<file path="src/rtl/core/ubxfp_pkg.sv">
package ubxfp_pkg;

	localparam int MESSAGE_TYPES = 9;
	localparam int TABLE_ENTRIES = 9;
	localparam int CNT_ENTRIES   = MESSAGE_TYPES + 1;
	localparam int CNT_ADDR_W    = $clog2(CNT_ENTRIES);
	localparam int CNT_W         = 32;

	localparam logic [7:0]  SYNC_FIRST  = 8'hB5;
	localparam logic [7:0]  SYNC_SECOND = 8'h62;
	localparam logic [15:0] LIMIT_RESET = 16'd100;

	localparam logic [7:0] KNOWN_CLASS [TABLE_ENTRIES] = '{
		8'h0A, 8'h0D, 8'h01, 8'h01, 8'h01, 8'h01, 8'h01, 8'h0A, 8'h27
	};
	localparam logic [7:0] KNOWN_ID [TABLE_ENTRIES] = '{
		8'h09, 8'h01, 8'h07, 8'h36, 8'h04, 8'h03, 8'h11, 8'h39, 8'h09
	};

	typedef enum logic [3:0] {
		PH_HUNT1,
		PH_HUNT2,
		PH_CLASS,
		PH_ID,
		PH_LEN_LO,
		PH_LEN_HI,
		PH_PAYLOAD,
		PH_CK_A,
		PH_CK_B
	} phase_t;

	typedef enum logic [2:0] {
		EV_NONE,
		EV_KNOWN,
		EV_UNKNOWN,
		EV_CKSUM,
		EV_BADLEN
	} event_t;

	typedef struct packed {
		event_t       frame_event;
		logic [3:0]   message_index;
		logic         payload_valid;
		logic [7:0]   payload_byte;
		logic [15:0]  payload_offset;
		logic [CNT_W-1:0] message_count;
	} res_t;

	// Returns the first matching table entry, or MESSAGE_TYPES for an unknown pair.
	function automatic logic [CNT_ADDR_W-1:0] find_message(input logic [7:0] cls,
		input logic [7:0] id);
		logic [CNT_ADDR_W-1:0] idx;
		idx = CNT_ADDR_W'(MESSAGE_TYPES);
		for (int i = TABLE_ENTRIES - 1; i >= 0; i--) begin
			if (i < MESSAGE_TYPES && KNOWN_CLASS[i] == cls && KNOWN_ID[i] == id) begin
				idx = CNT_ADDR_W'(i);
			end
		end
		return idx;
	endfunction

endpackage

</file>
<file path="src/rtl/core/ubx_frame_parser.sv">
// Channel   Handshake            Payload
// rx        rx_valid/rx_ready    rx_byte
// res       res_valid/res_ready  frame_event, message_index, payload_valid,
//                                payload_byte, payload_offset, message_count
// cfg       cfg_wr_en            cfg_wr_data (payload length limit)
//
// One received byte is taken every cycle while rx_ready is high and yields one result
// beat, which the accepting edge loads into the output register unless the output stalls.
// The frame counters live in a small memory: the first checksum byte issues the
// read and the second writes the incremented count back, so the memory port never
// stalls the input. Reset clears the counter valid bits at once; there is no
// clearing pass. A two-entry output buffer keeps rx_ready high while one result
// waits, so a stalled output holds the input only when both entries fill.
module ubx_frame_parser import ubxfp_pkg::*; (
	input  logic         clk,
	input  logic         arst_n,
	input  logic         cfg_wr_en,
	input  logic [15:0]  cfg_wr_data,
	input  logic         rx_valid,
	output logic         rx_ready,
	input  logic [7:0]   rx_byte,
	output logic         res_valid,
	input  logic         res_ready,
	output logic [2:0]   frame_event,
	output logic [3:0]   message_index,
	output logic         payload_valid,
	output logic [7:0]   payload_byte,
	output logic [15:0]  payload_offset,
	output logic [31:0]  message_count
);

	phase_t phase_q, phase_d;
	logic [15:0] limit_q;
	logic [7:0]  class_q;
	logic [15:0] len_q;
	logic [15:0] pos_q;
	logic [7:0]  sum_a_q;
	logic [7:0]  sum_b_q;
	logic [7:0]  rcv_a_q;
	logic [CNT_ADDR_W-1:0] idx_q;
	logic [CNT_ENTRIES-1:0] cnt_valid_q;
	logic        rd_valid_q;

	logic        rx_fire;
	logic [7:0]  add_a;
	logic [7:0]  add_b;
	logic [15:0] len_full;
	logic [15:0] pos_next;
	logic        ck_ok;
	logic        known;
	logic [CNT_W-1:0] ram_rd_data;
	logic [CNT_W-1:0] count_new;
	logic        ram_rd_en;
	logic        ram_wr_en;
	res_t        res_d;
	res_t        res_out;

	assign rx_fire   = rx_valid && rx_ready;
	assign add_a     = sum_a_q + rx_byte;
	assign add_b     = sum_b_q + add_a;
	assign len_full  = {rx_byte, len_q[7:0]};
	assign pos_next  = pos_q + 16'd1;
	assign ck_ok     = (rcv_a_q == sum_a_q) && (rx_byte == sum_b_q);
	assign known     = idx_q != CNT_ADDR_W'(MESSAGE_TYPES);
	assign count_new = (rd_valid_q ? ram_rd_data : '0) + CNT_W'(1);
	assign ram_rd_en = rx_fire && phase_q == PH_CK_A;
	assign ram_wr_en = rx_fire && phase_q == PH_CK_B && ck_ok;

	always_comb begin
		phase_d = phase_q;
		case (phase_q)
			PH_HUNT1: begin
				if (rx_byte == SYNC_FIRST) begin
					phase_d = PH_HUNT2;
				end
			end
			PH_HUNT2: begin
				if (rx_byte == SYNC_SECOND) begin
					phase_d = PH_CLASS;
				end else if (rx_byte != SYNC_FIRST) begin
					phase_d = PH_HUNT1;
				end
			end
			PH_CLASS:  phase_d = PH_ID;
			PH_ID:     phase_d = PH_LEN_LO;
			PH_LEN_LO: phase_d = PH_LEN_HI;
			PH_LEN_HI: begin
				if (len_full >= limit_q) begin
					phase_d = PH_HUNT1;
				end else if (len_full == 16'd0) begin
					phase_d = PH_CK_A;
				end else begin
					phase_d = PH_PAYLOAD;
				end
			end
			PH_PAYLOAD: begin
				if (pos_next >= len_q) begin
					phase_d = PH_CK_A;
				end
			end
			PH_CK_A: phase_d = PH_CK_B;
			PH_CK_B: phase_d = PH_HUNT1;
			default: phase_d = PH_HUNT1;
		endcase
	end

	always_comb begin
		res_d = '{frame_event: EV_NONE, message_index: 4'd0, payload_valid: 1'b0,
			payload_byte: 8'd0, payload_offset: 16'd0, message_count: '0};
		case (phase_q)
			PH_LEN_HI: begin
				if (len_full >= limit_q) begin
					res_d.frame_event = EV_BADLEN;
				end
			end
			PH_PAYLOAD: begin
				res_d.payload_valid  = 1'b1;
				res_d.payload_byte   = rx_byte;
				res_d.payload_offset = pos_q;
			end
			PH_CK_B: begin
				if (ck_ok) begin
					res_d.frame_event   = known ? EV_KNOWN : EV_UNKNOWN;
					res_d.message_index = known ? 4'(idx_q) : 4'd0;
					res_d.message_count = count_new;
				end else begin
					res_d.frame_event = EV_CKSUM;
				end
			end
			default: begin
				res_d.frame_event = EV_NONE;
			end
		endcase
	end

	always_ff @(posedge clk or negedge arst_n) begin
		if (!arst_n) begin
			phase_q     <= PH_HUNT1;
			limit_q     <= LIMIT_RESET;
			cnt_valid_q <= '0;
			rd_valid_q  <= 1'b0;
			class_q     <= 8'd0;
			len_q       <= 16'd0;
			pos_q       <= 16'd0;
			sum_a_q     <= 8'd0;
			sum_b_q     <= 8'd0;
			rcv_a_q     <= 8'd0;
			idx_q       <= CNT_ADDR_W'(MESSAGE_TYPES);
		end else begin
			if (cfg_wr_en) begin
				limit_q <= cfg_wr_data;
			end
			if (rx_fire) begin
				phase_q <= phase_d;
				case (phase_q)
					PH_HUNT2: begin
						if (rx_byte == SYNC_SECOND) begin
							sum_a_q <= 8'd0;
							sum_b_q <= 8'd0;
						end
					end
					PH_CLASS: begin
						class_q <= rx_byte;
						sum_a_q <= add_a;
						sum_b_q <= add_b;
					end
					PH_ID: begin
						idx_q   <= find_message(class_q, rx_byte);
						sum_a_q <= add_a;
						sum_b_q <= add_b;
					end
					PH_LEN_LO: begin
						len_q   <= {8'd0, rx_byte};
						sum_a_q <= add_a;
						sum_b_q <= add_b;
					end
					PH_LEN_HI: begin
						len_q   <= len_full;
						pos_q   <= 16'd0;
						sum_a_q <= add_a;
						sum_b_q <= add_b;
					end
					PH_PAYLOAD: begin
						pos_q   <= pos_next;
						sum_a_q <= add_a;
						sum_b_q <= add_b;
					end
					PH_CK_A: begin
						rcv_a_q    <= rx_byte;
						rd_valid_q <= cnt_valid_q[idx_q];
					end
					PH_CK_B: begin
						if (ck_ok) begin
							cnt_valid_q[idx_q] <= 1'b1;
						end
					end
					default: begin
						rcv_a_q <= rcv_a_q;
					end
				endcase
			end
		end
	end

	ubxfp_ram #(
		.WIDTH(CNT_W),
		.DEPTH(CNT_ENTRIES)
	) u_cnt_ram (
		.clk     (clk),
		.wr_en   (ram_wr_en),
		.wr_addr (idx_q),
		.wr_data (count_new),
		.rd_en   (ram_rd_en),
		.rd_addr (idx_q),
		.rd_data (ram_rd_data)
	);

	ubxfp_skid u_skid (
		.clk       (clk),
		.arst_n    (arst_n),
		.in_fire   (rx_fire),
		.in_data   (res_d),
		.in_ready  (rx_ready),
		.out_valid (res_valid),
		.out_data  (res_out),
		.out_ready (res_ready)
	);

	assign frame_event    = res_out.frame_event;
	assign message_index  = res_out.message_index;
	assign payload_valid  = res_out.payload_valid;
	assign payload_byte   = res_out.payload_byte;
	assign payload_offset = res_out.payload_offset;
	assign message_count  = res_out.message_count;

	// The counter memory is never read and written in the same cycle.
	assert property (@(posedge clk) disable iff (!arst_n) !(ram_rd_en && ram_wr_en))
		else $error("counter memory read and write collide");

	assert property (@(posedge clk) disable iff (!arst_n)
		rx_fire && phase_q == PH_CK_A |=> phase_q == PH_CK_B)
		else $error("first checksum byte not followed by the second");

	assert property (@(posedge clk) disable iff (!arst_n)
		phase_q == PH_PAYLOAD |-> pos_q < len_q)
		else $error("payload position beyond length");

	assert property (@(posedge clk) disable iff (!arst_n)
		res_valid && frame_event == EV_KNOWN |-> message_index < 4'(MESSAGE_TYPES))
		else $error("known frame with index outside table");

	assert property (@(posedge clk) disable iff (!arst_n)
		ram_wr_en |=> cnt_valid_q[$past(idx_q)])
		else $error("counter entry written without its valid bit");

endmodule

</file>
<file path="src/rtl/core/ubxfp_ram.sv">
module ubxfp_ram #(
	parameter int WIDTH = 32,
	parameter int DEPTH = 16
) (
	input  logic                     clk,
	input  logic                     wr_en,
	input  logic [$clog2(DEPTH)-1:0] wr_addr,
	input  logic [WIDTH-1:0]         wr_data,
	input  logic                     rd_en,
	input  logic [$clog2(DEPTH)-1:0] rd_addr,
	output logic [WIDTH-1:0]         rd_data
);

	logic [WIDTH-1:0] mem [DEPTH];

	always_ff @(posedge clk) begin
		if (wr_en) begin
			mem[wr_addr] <= wr_data;
		end
		if (rd_en) begin
			rd_data <= mem[rd_addr];
		end
	end

endmodule

</file>
<file path="src/rtl/core/ubxfp_skid.sv">
module ubxfp_skid import ubxfp_pkg::*; (
	input  logic clk,
	input  logic arst_n,
	input  logic in_fire,
	input  res_t in_data,
	output logic in_ready,
	output logic out_valid,
	output res_t out_data,
	input  logic out_ready
);

	logic main_valid_q;
	logic skid_valid_q;
	res_t main_q;
	res_t skid_q;
	logic main_free;

	assign main_free = out_ready || !main_valid_q;
	assign in_ready  = !skid_valid_q;
	assign out_valid = main_valid_q;
	assign out_data  = main_q;

	always_ff @(posedge clk or negedge arst_n) begin
		if (!arst_n) begin
			main_valid_q <= 1'b0;
			skid_valid_q <= 1'b0;
		end else if (main_free) begin
			main_valid_q <= skid_valid_q || in_fire;
			skid_valid_q <= 1'b0;
		end else if (in_fire) begin
			skid_valid_q <= 1'b1;
		end
	end

	always_ff @(posedge clk) begin
		if (main_free) begin
			main_q <= skid_valid_q ? skid_q : in_data;
		end else if (in_fire) begin
			skid_q <= in_data;
		end
	end

endmodule
</file>
<file path="config.mk">
export PLATFORM = sky130hd
export DESIGN_NAME = ubx_frame_parser
export DESIGN_NICKNAME = d
export VERILOG_FILES = /design/src/rtl/core/ubxfp_pkg.sv /design/src/rtl/core/ubx_frame_parser.sv /design/src/rtl/core/ubxfp_ram.sv /design/src/rtl/core/ubxfp_skid.sv
export SDC_FILE = /design/constraint.sdc
export NUM_CORES = 1
export LEC_CHECK = 0
export CAP_MARGIN = 20
export CORE_UTILIZATION = 55
export DETAILED_ROUTE_END_ITERATION = 7
export DONT_BUFFER_PORTS = 1
export PLACE_DENSITY = 0.73
export SYNTH_ARGS = -nofsm -noshare
export SYNTH_HDL_FRONTEND = slang
export SYNTH_SLANG_ARGS = --single-unit
export TNS_END_PERCENT = 100
</file>
<file path="constraint.sdc">
create_clock -name clk -period 4.8 [get_ports clk]
set_input_delay 0.24 -clock clk [delete_from_list [all_inputs] [get_ports clk]]
set_output_delay 0.24 -clock clk [all_outputs]
set_load 0.005 [all_outputs]
</file>
==> results of run 1 <==
## worst reg2reg max path: stages (launching register included)
cell,delay (ns)
sky130_fd_sc_hd__dfrtp_1,0.42
sky130_fd_sc_hd__xnor2_1,0.22
sky130_fd_sc_hd__nand4_1,0.14
sky130_fd_sc_hd__nor4_2,0.62
sky130_fd_sc_hd__nand2_2,0.09
sky130_fd_sc_hd__buf_4,0.34
sky130_fd_sc_hd__nor2_1,0.34
sky130_fd_sc_hd__nand3_1,0.29
sky130_fd_sc_hd__nor2_4,0.64
sky130_fd_sc_hd__buf_12,0.29
## state kept, by name, summed over array words and instances, names as in the netlist, 4 cells and up
| name | flops |
|---|---|
| cnt_valid_q | 10 |
| len_q | 16 |
| u_skid.skid_q | 64 |
| sum_a_q | 8 |
| u_cnt_ram.mem | 320 |
| u_cnt_ram.rd_data | 32 |
| sum_b_q | 8 |
| class_q | 8 |
| limit_q | 16 |
| pos_q | 16 |
| phase_q | 4 |
| u_skid.out_data | 64 |
| idx_q | 4 |
| rcv_a_q | 8 |
## placed cells by master, fill, tap and decap left out, types with 9 or more instances in the layout
master,Yosys,routed
sky130_fd_sc_hd__and3_1,34,33
sky130_fd_sc_hd__a22o_1,20,20
sky130_fd_sc_hd__a211oi_1,36,36
sky130_fd_sc_hd__xor2_1,24,24
sky130_fd_sc_hd__o21ai_1,14,14
sky130_fd_sc_hd__nand4_1,16,16
sky130_fd_sc_hd__o21ai_0,63,63
sky130_fd_sc_hd__buf_4,0,26
sky130_fd_sc_hd__o31ai_1,28,28
sky130_fd_sc_hd__mux2_2,39,39
sky130_fd_sc_hd__clkbuf_16,0,58
sky130_fd_sc_hd__nand2_1,210,209
sky130_fd_sc_hd__o21bai_1,9,9
sky130_fd_sc_hd__dlygate4sd3_1,0,28
sky130_fd_sc_hd__nand3_1,28,28
sky130_fd_sc_hd__a31oi_1,37,37
sky130_fd_sc_hd__nor2_1,92,85
sky130_fd_sc_hd__mux4_2,66,66
sky130_fd_sc_hd__nor2b_1,46,46
sky130_fd_sc_hd__xnor2_1,46,46
sky130_fd_sc_hd__clkinv_2,0,12
sky130_fd_sc_hd__dfrtp_1,96,94
sky130_fd_sc_hd__clkinv_1,1,15
sky130_fd_sc_hd__nor3_1,21,17
sky130_fd_sc_hd__edfxtp_1,480,480
sky130_fd_sc_hd__nand2b_1,10,9
sky130_fd_sc_hd__ha_1,48,48
sky130_fd_sc_hd__inv_1,74,74
sky130_fd_sc_hd__clkbuf_1,78,13
sky130_fd_sc_hd__a21oi_1,25,25
## repair_timing
| item | CTS | global route |
|---|---|---|
| endpoints found under the hold margin | 163 | 1 |
| hold buffers | 28 | 1 |
| endpoints found under the setup margin | 0 | 0 |
## power groups by stage
stage                     registers [W]  clock network (W)  logic (W)
after floorplan                 0.00630                  0    0.00257
after global placement          0.00649                  0    0.00311
after detailed placement        0.00651                  0    0.00321
after CTS                       0.00641            0.00432    0.00329
after global routing            0.00647            0.00451    0.00363
final                           0.00642            0.00427    0.00329
## metal layers
layer | GRT usage, % | vias to the layer above | routed length, µm
li1 | - | 6551 | -
met1 | 36.83 | 7479 | 24180
met2 | 39.55 | 690 | 26880
met3 | 5.294 | 99 | 5350
met4 | 6.214 | 2 | 1105
met5 | 0 | - | 9
## final cells by class
| cell class | count | area [µm²] | area share, % |
|---|---|---|---|
| Clock buffer | 72 | 1514 | 5.464 |
| Clock inverter | 34 | 259.0 | 0.9348 |
| Inverter | 76 | 285.3 | 1.030 |
| Multi-Input combinational cell | 985 | 7391 | 26.68 |
| Sequential cell | 581 | 16950 | 61.19 |
| Tap cell | 592 | 740.7 | 2.673 |
| Timing Repair Buffer | 58 | 563.0 | 2.032 |
## metrics by stage
stage / cell area (µm²) / hold WS (ns)
floorplan: 24900 / -0.05559
global placement: 25630 / -0.05368
detailed placement: 25630 / -0.05369
CTS: 27700 / 0.002961
global route: 27710 / 0.07630
finish: 27710 / 0.08118
## cells by family (layout without fill, tap and decap cells)
logic type	after synthesis	in the layout
compound gates	257	257
flops	581	581
fa+ha+maj	50	50
buf+inv	168	240
mux	118	118
xor+xnor	70	70
simple gates	490	490
## worst paths after layout
| kind | from | end | slack, ns |
|---|---|---|---|
| worst max-delay path | sum_a_q[1]$_DFFE_PN0P_ | u_cnt_ram.mem[6][0]$_DFFE_PP_ | 1.09 |
| worst min-delay path | rx_byte[7] | sum_a_q[7]$_DFFE_PN0P_ | 0.08 |
| worst max register to register | sum_a_q[1]$_DFFE_PN0P_ | u_cnt_ram.mem[6][0]$_DFFE_PP_ | 1.09 |
| worst min register to register | cnt_valid_q[5]$_DFFE_PN0P_ | cnt_valid_q[5]$_DFFE_PN0P_ | 0.48 |
| max in group asynchronous | arst_n | limit_q[10]$_DFFE_PN0P_ | 4.06 |
| min in group asynchronous | arst_n | pos_q[1]$_DFFE_PN0P_ | 0.23 |
==> impl.org, run 1 <==
** Floorplan
- Height of the die :: around 210 µm
- In this run the core area contains 77 standard-cell rows.
- For this configuration, the core starts out at a cell density of ~56%.
- Core Area :: about 44000 µm²
- The floorplan step defined a die boundary enclosing ~46000 µm².
- Die width :: approximately 210 µm
- During I/O placement, the number of pins put on the boundary was 95.

** Timing
- At the pin with the least slew margin, the transition time is between 1 and 1.5 ns.
- Setup repair after global routing missed its margin :: false
- Final period demand of the worst path :: about 3.7 ns
- Setup slack closes at around 1.1 ns.
- Skew final :: roughly 0.029 ns
- Total negative slack for setup checks :: 0 ns
- Slew Limit Fails :: 0
- Based on the critical path, the design can be clocked at up to between 0.2 and 0.3 GHz.
- Share of the clock period used by the worst path :: 77.24%
- Worst max-slew margin expressed relative to the limit :: ~29%
- The hold violation count in the final report came to 0.
- Setup-violating endpoint count in the final report :: 0

** Yosys
- Total number of yosys warnings :: 0
- Proportion of netlist area held by the largest area contributor :: roughly 58%
- Of the total synthesized cell area, the portion taken by AND, OR, NAND and NOR gates is a little under a tenth.
- The number of nets in the synthesized netlist is about 1800.
- Dominant register cell in the synthesized netlist :: sky130_fd_sc_hd__edfxtp_1
- In the synthesized netlist, the number of instances is 1734.
- The biggest area contributor in the post-synthesis netlist is sky130_fd_sc_hd__edfxtp_1.
- Distinct cell type count of the synthesized netlist :: 62
- By area, the combinational part of the netlist is dominated by simple AND/OR/NAND/NOR gates.
- Sequential elements use 68.07% of the synthesized area.
- Post-synth ARST share :: approximately 17%
- Number of flops mapped to enable cells by yosys :: between 400 and 500
- Share of the synthesized netlist area taken by xor and xnor gates :: between 2 and 2.5%
- Most used standard cell by instance count after synthesis :: sky130_fd_sc_hd__edfxtp_1
- Main area contributors after synthesis :: sky130_fd_sc_hd__edfxtp_1 (58%), sky130_fd_sc_hd__dfrtp_1 (9.6%), sky130_fd_sc_hd__mux4_2 (6.0%)
- Summing every instance area after synthesis gives approximately 25000 µm².
- Avg Synthesized Cell Area :: 14.36 µm²
- Post-synthesis compound-gate area fraction :: 6.714%
- Synthesized-area fraction occupied by adder cells :: 2.573%
- Ranked by instance count, the synthesized netlist is headed by sky130_fd_sc_hd__edfxtp_1 (480), sky130_fd_sc_hd__nand2_1 (210), sky130_fd_sc_hd__dfrtp_1 (96).
- Number of synthesized register bits :: between 500 and 600
- Of the post-synthesis cell area, the part taken by muxes is 8.332%.

** Place
- Worst setup slack after placement :: 1.058 ns
- Routability-driven placement finished with a final weighted congestion of ~0.9.
- Input/output buffers :: 0
- Detail Placement HPWL :: 34270 µm
- Count of placed standard cells including taps :: ~2300

** Critical path
- In this design, the stage delay of the slowest critical-path cell is roughly 0.64 ns.
- Walking the worst path, the cells encountered are xnor2_1, nand4_1, nor4_2, nand2_2, buf_4, nor2_1, nand3_1, nor2_4, buf_12.
- The critical path crosses 9 cells after its start point.
- At the worst endpoint, the required time is 5.11 ns.
- Broken down by cell family, the worst path's largest delay share belongs to simple AND/OR/NAND/NOR gates.
- Endpoint type of the worst setup path :: flip-flop
- In this run the worst path has a maximum fanout of 55.
- Data on the critical path arrives at its endpoint at approximately 4.0 ns.
- Together, buffers and inverters on the worst path number 2.
- The slowest stage of the critical path belongs to the cell sky130_fd_sc_hd__nor2_4.
- Worst Reg-to-Reg Cells :: 9
- The setup path with the least slack is of type flip-flop to flip-flop.
- Startpoint type of the worst setup path :: flip-flop

** Clock network
- CTS tree :: built
- Counting the buffers created by CTS gives 57.
- Cells resized by post-CTS repair :: 0
- The clock net in this run drives a total of approximately 580 sinks.
- The longest clock path from root to sink contains 3 buffers.
- After clock tree synthesis, the setup repair step added 0 buffers.
- Register clock-pin slew on the reported worst setup and hold paths :: about 0.060 ns
- Worst-skew pair later-pin latency :: 0.62 ns
- CTS placed an instance of sky130_fd_sc_hd__clkbuf_16 at the clock tree root.
- The H-tree was split into 2 levels.

** Cells and area
- Relative area change from synthesis to final layout :: 11.28%
- Counting the fill cells in the layout gives between 3000 and 4000.
- Core Util, Final :: between 60% and 70%
- Count of nets after finishing :: ~1800
- The repair_antennas step left the layout with diodes totalling 0.
- Share of cells above drive strength 1 :: approximately an eighth
- The finished layout holds 2398 standard cells, fillers aside.

** Power and ir drop
- Switching share of power :: 29.84%
- Sequential share of power :: a little under half
- Combinational logic burns 23.5% of the power.
- The analysis attributes to cell leakage a power of slightly above 10 nW.
- The clock network burns a little under a third of the power.
- VDD sags by at most 0.0002921 V.
- Power density of the placed cells :: approximately 500 nW/µm²
- Cell internal power was estimated by the tool at around 0.01 W.
- Summing internal, switching and leakage power gives roughly 0.014 W.
- In this run the power spent charging and discharging nets is about 0.0042 W.

** Routing
- Post-route ant nets :: 0
- In the routed design, unresolved DRC markers number 0.
- DR vias :: 14820
- Wire length reported by the detailed router :: around 58000 µm
- Before antenna repair, the detailed router went through 6 iterations.
- Vias per Instance :: about 6
- In this run, the number of DRC markers left after iteration 0 of detailed routing was between 1500 and 2000.
- Detail-routed net length per standard cell :: around 24 µm

** GRT
- The via count of the first global-routing pass came to about 15000.
- Global-route wire length before repair :: approximately 89000 µm
- Entering global routing, the biggest net connects 102 pins.
- Initial antenna violation count :: 2
- Global routing used 25.37% of the available tracks across all layers.
- Total global routing overflow :: 0

** Flow run
- Across the run, the number of max-cap violations was 0.

** Outcome
- Outcome :: complete, no violations

** Hold path
- The path class of the tightest hold or removal check is input port to flip-flop.
- Worst Hold Depth :: 3
Note: power is estimated with default switching activity, not from simulation.
==> run 2: changes to the inputs <==
==> constraint.sdc (replaced) <==
create_clock -name clk -period 3.09 [get_ports clk]
set_input_delay 0.1545 -clock clk [delete_from_list [all_inputs] [get_ports clk]]
set_output_delay 0.1545 -clock clk [all_outputs]
set_load 0.005 [all_outputs]
==> impl.org, run 2 (synthesis results as in run 1) <==
** Outcome
- Outcome :: complete, but fails checks (was complete, no violations)
- The final reports fail on setup timing.

** Clock network
- CTS tree :: built (unchanged)
- CTS root buffer :: sky130_fd_sc_hd__clkbuf_16 (unchanged)
- Count of clock tree sinks :: 581 (unchanged)
- Maximum count of clock buffers along a single path :: 3 (unchanged)
- Number of levels the H-tree was split into :: 2 (unchanged)
- Worst-skew pair later-pin latency :: 0.64 ns (was 0.62 ns)
- Register clock-pin slew on the reported worst setup and hold paths :: 0.06 ns (about the same)
- The number of CTS-inserted buffers was 57 (unchanged).

** Routing
- The routed length per placed instance was 23.79 µm (was 23.99 µm).
- Vias per Instance :: 6.133 (was 6.181)
- DRT Pass-1 Iters :: 5 (was 6)
- The number of remaining DRC errors was 0 (unchanged).
- The post-route antenna net violation count is 0 (unchanged).
- The final wirelength came to 58100 µm (was 57530 µm).
- Drt first-iter violations :: 1547 (was 1544)
- DR vias :: 14980 (was 14820)

** Power and ir drop
- The total power draw came to 0.02210 W (was 0.01399 W).
- Power density of the placed cells :: 778.6 nW/µm² (was 504.8 nW/µm²)
- Peak supply drop :: 0.0006312 V (was 0.0002921 V)
- The static leakage came to 10.44 nW (was 10.09 nW).

** Cells and area
- Core Util, Final :: 63.91% (was 62.38%)
- The post-layout net count came to 1885 (was 1838).
- The number of flip-flops under the largest register name was 320 (unchanged).
- Register containing the most flip-flops in the final layout :: u_cnt_ram.mem (unchanged)
- Non-filler instance count after layout :: 2442 (was 2398)
- Highest-count cells in the layout ignoring fill and taps :: sky130_fd_sc_hd__edfxtp_1 (480), sky130_fd_sc_hd__nand2_1 (209), sky130_fd_sc_hd__dfrtp_1 (94), sky130_fd_sc_hd__nor2_1 (84), sky130_fd_sc_hd__inv_1 (74) (was sky130_fd_sc_hd__edfxtp_1 (480), sky130_fd_sc_hd__nand2_1 (209), sky130_fd_sc_hd__dfrtp_1 (94), sky130_fd_sc_hd__nor2_1 (85), sky130_fd_sc_hd__inv_1 (74))
- Share of cells above drive strength 1 :: 16.32% (was 13.34%)
- Fill cell count :: 3046 (was 3090)
- Relative area change from synthesis to final layout :: 14.00% (was 11.28%)
- The antenna cell count was 0 (unchanged).
- The most common cell after layout, fill and taps aside was sky130_fd_sc_hd__edfxtp_1 (unchanged).

** Timing
- Number of hold violations in the final report :: 0 (unchanged)
- Share of the clock period used by the worst path :: 102.3% (was 77.24%)
- The highest clock frequency the design can meet is 0.3164 GHz (was 0.2697 GHz).
- Worst max-slew margin expressed relative to the limit :: 33.16% (was 28.86%)
- Slew Limit Fails :: 0 (unchanged)
- Setup repair after global routing missed its margin :: true (was false)
- The minimum clock period after layout is 3.160 ns (was 3.707 ns).
- Final Hold Slack :: 0.03935 ns (was 0.08118 ns)
- The least setup slack across all paths after layout is -0.07025 ns (was 1.093 ns).
- The count of final setup violators came to 3 (was 0).
- The clock skew after layout was 0.03036 ns (was 0.02913 ns).
- Total negative slack for setup checks :: -0.09532 ns (was 0 ns)
- The slew at the pin with the worst max-slew slack was 0.9921 ns (was 1.061 ns).

** Place
- The count of input and output buffers is 0 (unchanged).
- The HPWL after detailed placement was 34120 µm (was 34270 µm).
- The number of placed cells counting well taps came to 2308 (was 2263).
- The weighted congestion at the end of routability-driven global placement was 0.8841 (was 0.9004).

** Floorplan
- Die ar. :: 46120 µm² (unchanged)
- The number of placement rows came to 77 (unchanged).
- The die height came to 214.8 µm (unchanged).
- The core outline area came to 44410 µm² (unchanged).
- The I/O pin count came to 95 (unchanged).
- The horizontal die dimension came to 214.8 µm (unchanged).
- Starting density of the core :: 56.06% (unchanged)

** Critical path
- Launching element of the worst setup path :: pos_q[4]$_DFFE_PN0P_ (was sum_a_q[1]$_DFFE_PN0P_)
- Crit path arrival time :: 3.66 ns (was 4.02 ns)
- Worst Reg-to-Reg Cells :: 13 (was 9)
- Reg2Reg Capture Point :: idx_q[2]$_DFFE_PN0P_ (was u_cnt_ram.mem[6][0]$_DFFE_PP_)
- Setup CP Type :: flip-flop to flip-flop (unchanged)
- Startpoint type of the worst setup path :: flip-flop (unchanged)
- Capture point of the critical path :: idx_q[2]$_DFFE_PN0P_ (was u_cnt_ram.mem[6][0]$_DFFE_PP_)
- The nature of the critical path endpoint is a flip-flop (unchanged).
- CP max FO :: 4 (was 55)
- The required time of the critical path is 3.59 ns (was 5.11 ns).
- Worst reg2reg path startpoint :: pos_q[4]$_DFFE_PN0P_ (was sum_a_q[1]$_DFFE_PN0P_)
- The slack of the worst reg-to-reg path is -0.07 ns (was 1.09 ns).

** GRT
- Total global routing overflow :: 0 (unchanged)
- Via count of the first global-routing pass :: 15050 (was 14650)
- The all-layer global routing usage came to 25.55% (was 25.37%).
- The pin count of the biggest net entering global routing is 102 (unchanged).
- The global-route wire length before repair was 89410 µm (was 88690 µm).
- The number of antenna violations at the first check in global routing was 0 (was 2).

** Flow run
- Max Cap Viol :: 0 (unchanged)

** Hold path
- The worst hold-check path type was input port to flip-flop (unchanged).
run 2: per-layer routing:
metal / GRT usage [%] / up-vias / share of wire [%] / routed length (µm)
li1: - / 6628 / - / -
met1: 35.65 / 7612 / 42 / 24280
met2: 41.53 / 619 / 49 / 28500
met3: 3.454 / 118 / 6.5 / 3757
met4: 9.071 / 0 / 2.7 / 1564
met5: 0 / - / 0 / 0
run 2: worst min path at each step:
stage / cells after the start / slack [ns] / start / endpoint
floorplan: 0 / -0.14 / arst_n / class_q[0]$_DFFE_PN0P_
global placement: 0 / -0.14 / arst_n / limit_q[10]$_DFFE_PN0P_
detailed placement: 0 / -0.14 / arst_n / limit_q[9]$_DFFE_PN0P_
CTS: 4 / 0.02 / rx_byte[2] / idx_q[1]$_DFFE_PN0P_
global route: 3 / 0.06 / rx_valid / u_skid.skid_q[27]$_DFFE_PP_
finish: 4 / 0.04 / rx_byte[2] / idx_q[1]$_DFFE_PN0P_
run 2: what timing repair did:
action,in CTS,in global routing
hold buffers,28,0
pin swaps,0,4
buffers inserted,0,3
setup endpoints to repair,4,5
endpoints found under the hold margin,172,0
resized for setup,5,8
run 2: worst max-delay path: stages (launching register included):
cell and delay [ns]:
sky130_fd_sc_hd__dfrtp_1 0.35, sky130_fd_sc_hd__nand4_1 0.14, sky130_fd_sc_hd__nor2_2 0.22, sky130_fd_sc_hd__and4_4 0.25, sky130_fd_sc_hd__and3_4 0.21, sky130_fd_sc_hd__nand3_4 0.09
sky130_fd_sc_hd__xnor2_2 0.15, sky130_fd_sc_hd__ha_1 0.29, sky130_fd_sc_hd__and4_4 0.23, sky130_fd_sc_hd__a211oi_2 0.06, sky130_fd_sc_hd__a21oi_1 0.18, sky130_fd_sc_hd__a21oi_2 0.06
sky130_fd_sc_hd__or4_4 0.48, sky130_fd_sc_hd__mux2_4 0.32
run 2: through the flow:
stage / cell area (µm²) / worst slack (ns)
floorplan: 24980 / -0.3936
global placement: 26190 / -0.01413
detailed placement: 26190 / -0.08371
CTS: 28330 / 0.01562
global route: 28380 / -0.2026
finish: 28380 / -0.07025
run 2: layout make-up:
class | instances | area [µm²] | share of cell area (%)
inverter | 76 | 285.3 | 1.005
timing repair buffer | 105 | 1107 | 3.901
tap | 592 | 740.7 | 2.610
clock buffer | 73 | 1528 | 5.382
sequential | 581 | 16950 | 59.73
multi-input combinational | 985 | 7472 | 26.33
clock inverter | 30 | 296.5 | 1.045
run 2: power breakdown:
| part | internal (W) | leakage [nW] | switching, W |
|---|---|---|---|
| combinational | 0.00237 | 3.75 | 0.00302 |
| sequential | 0.00935 | 5.80 | 0.000576 |
| clock | 0.00383 | 0.887 | 0.00296 |
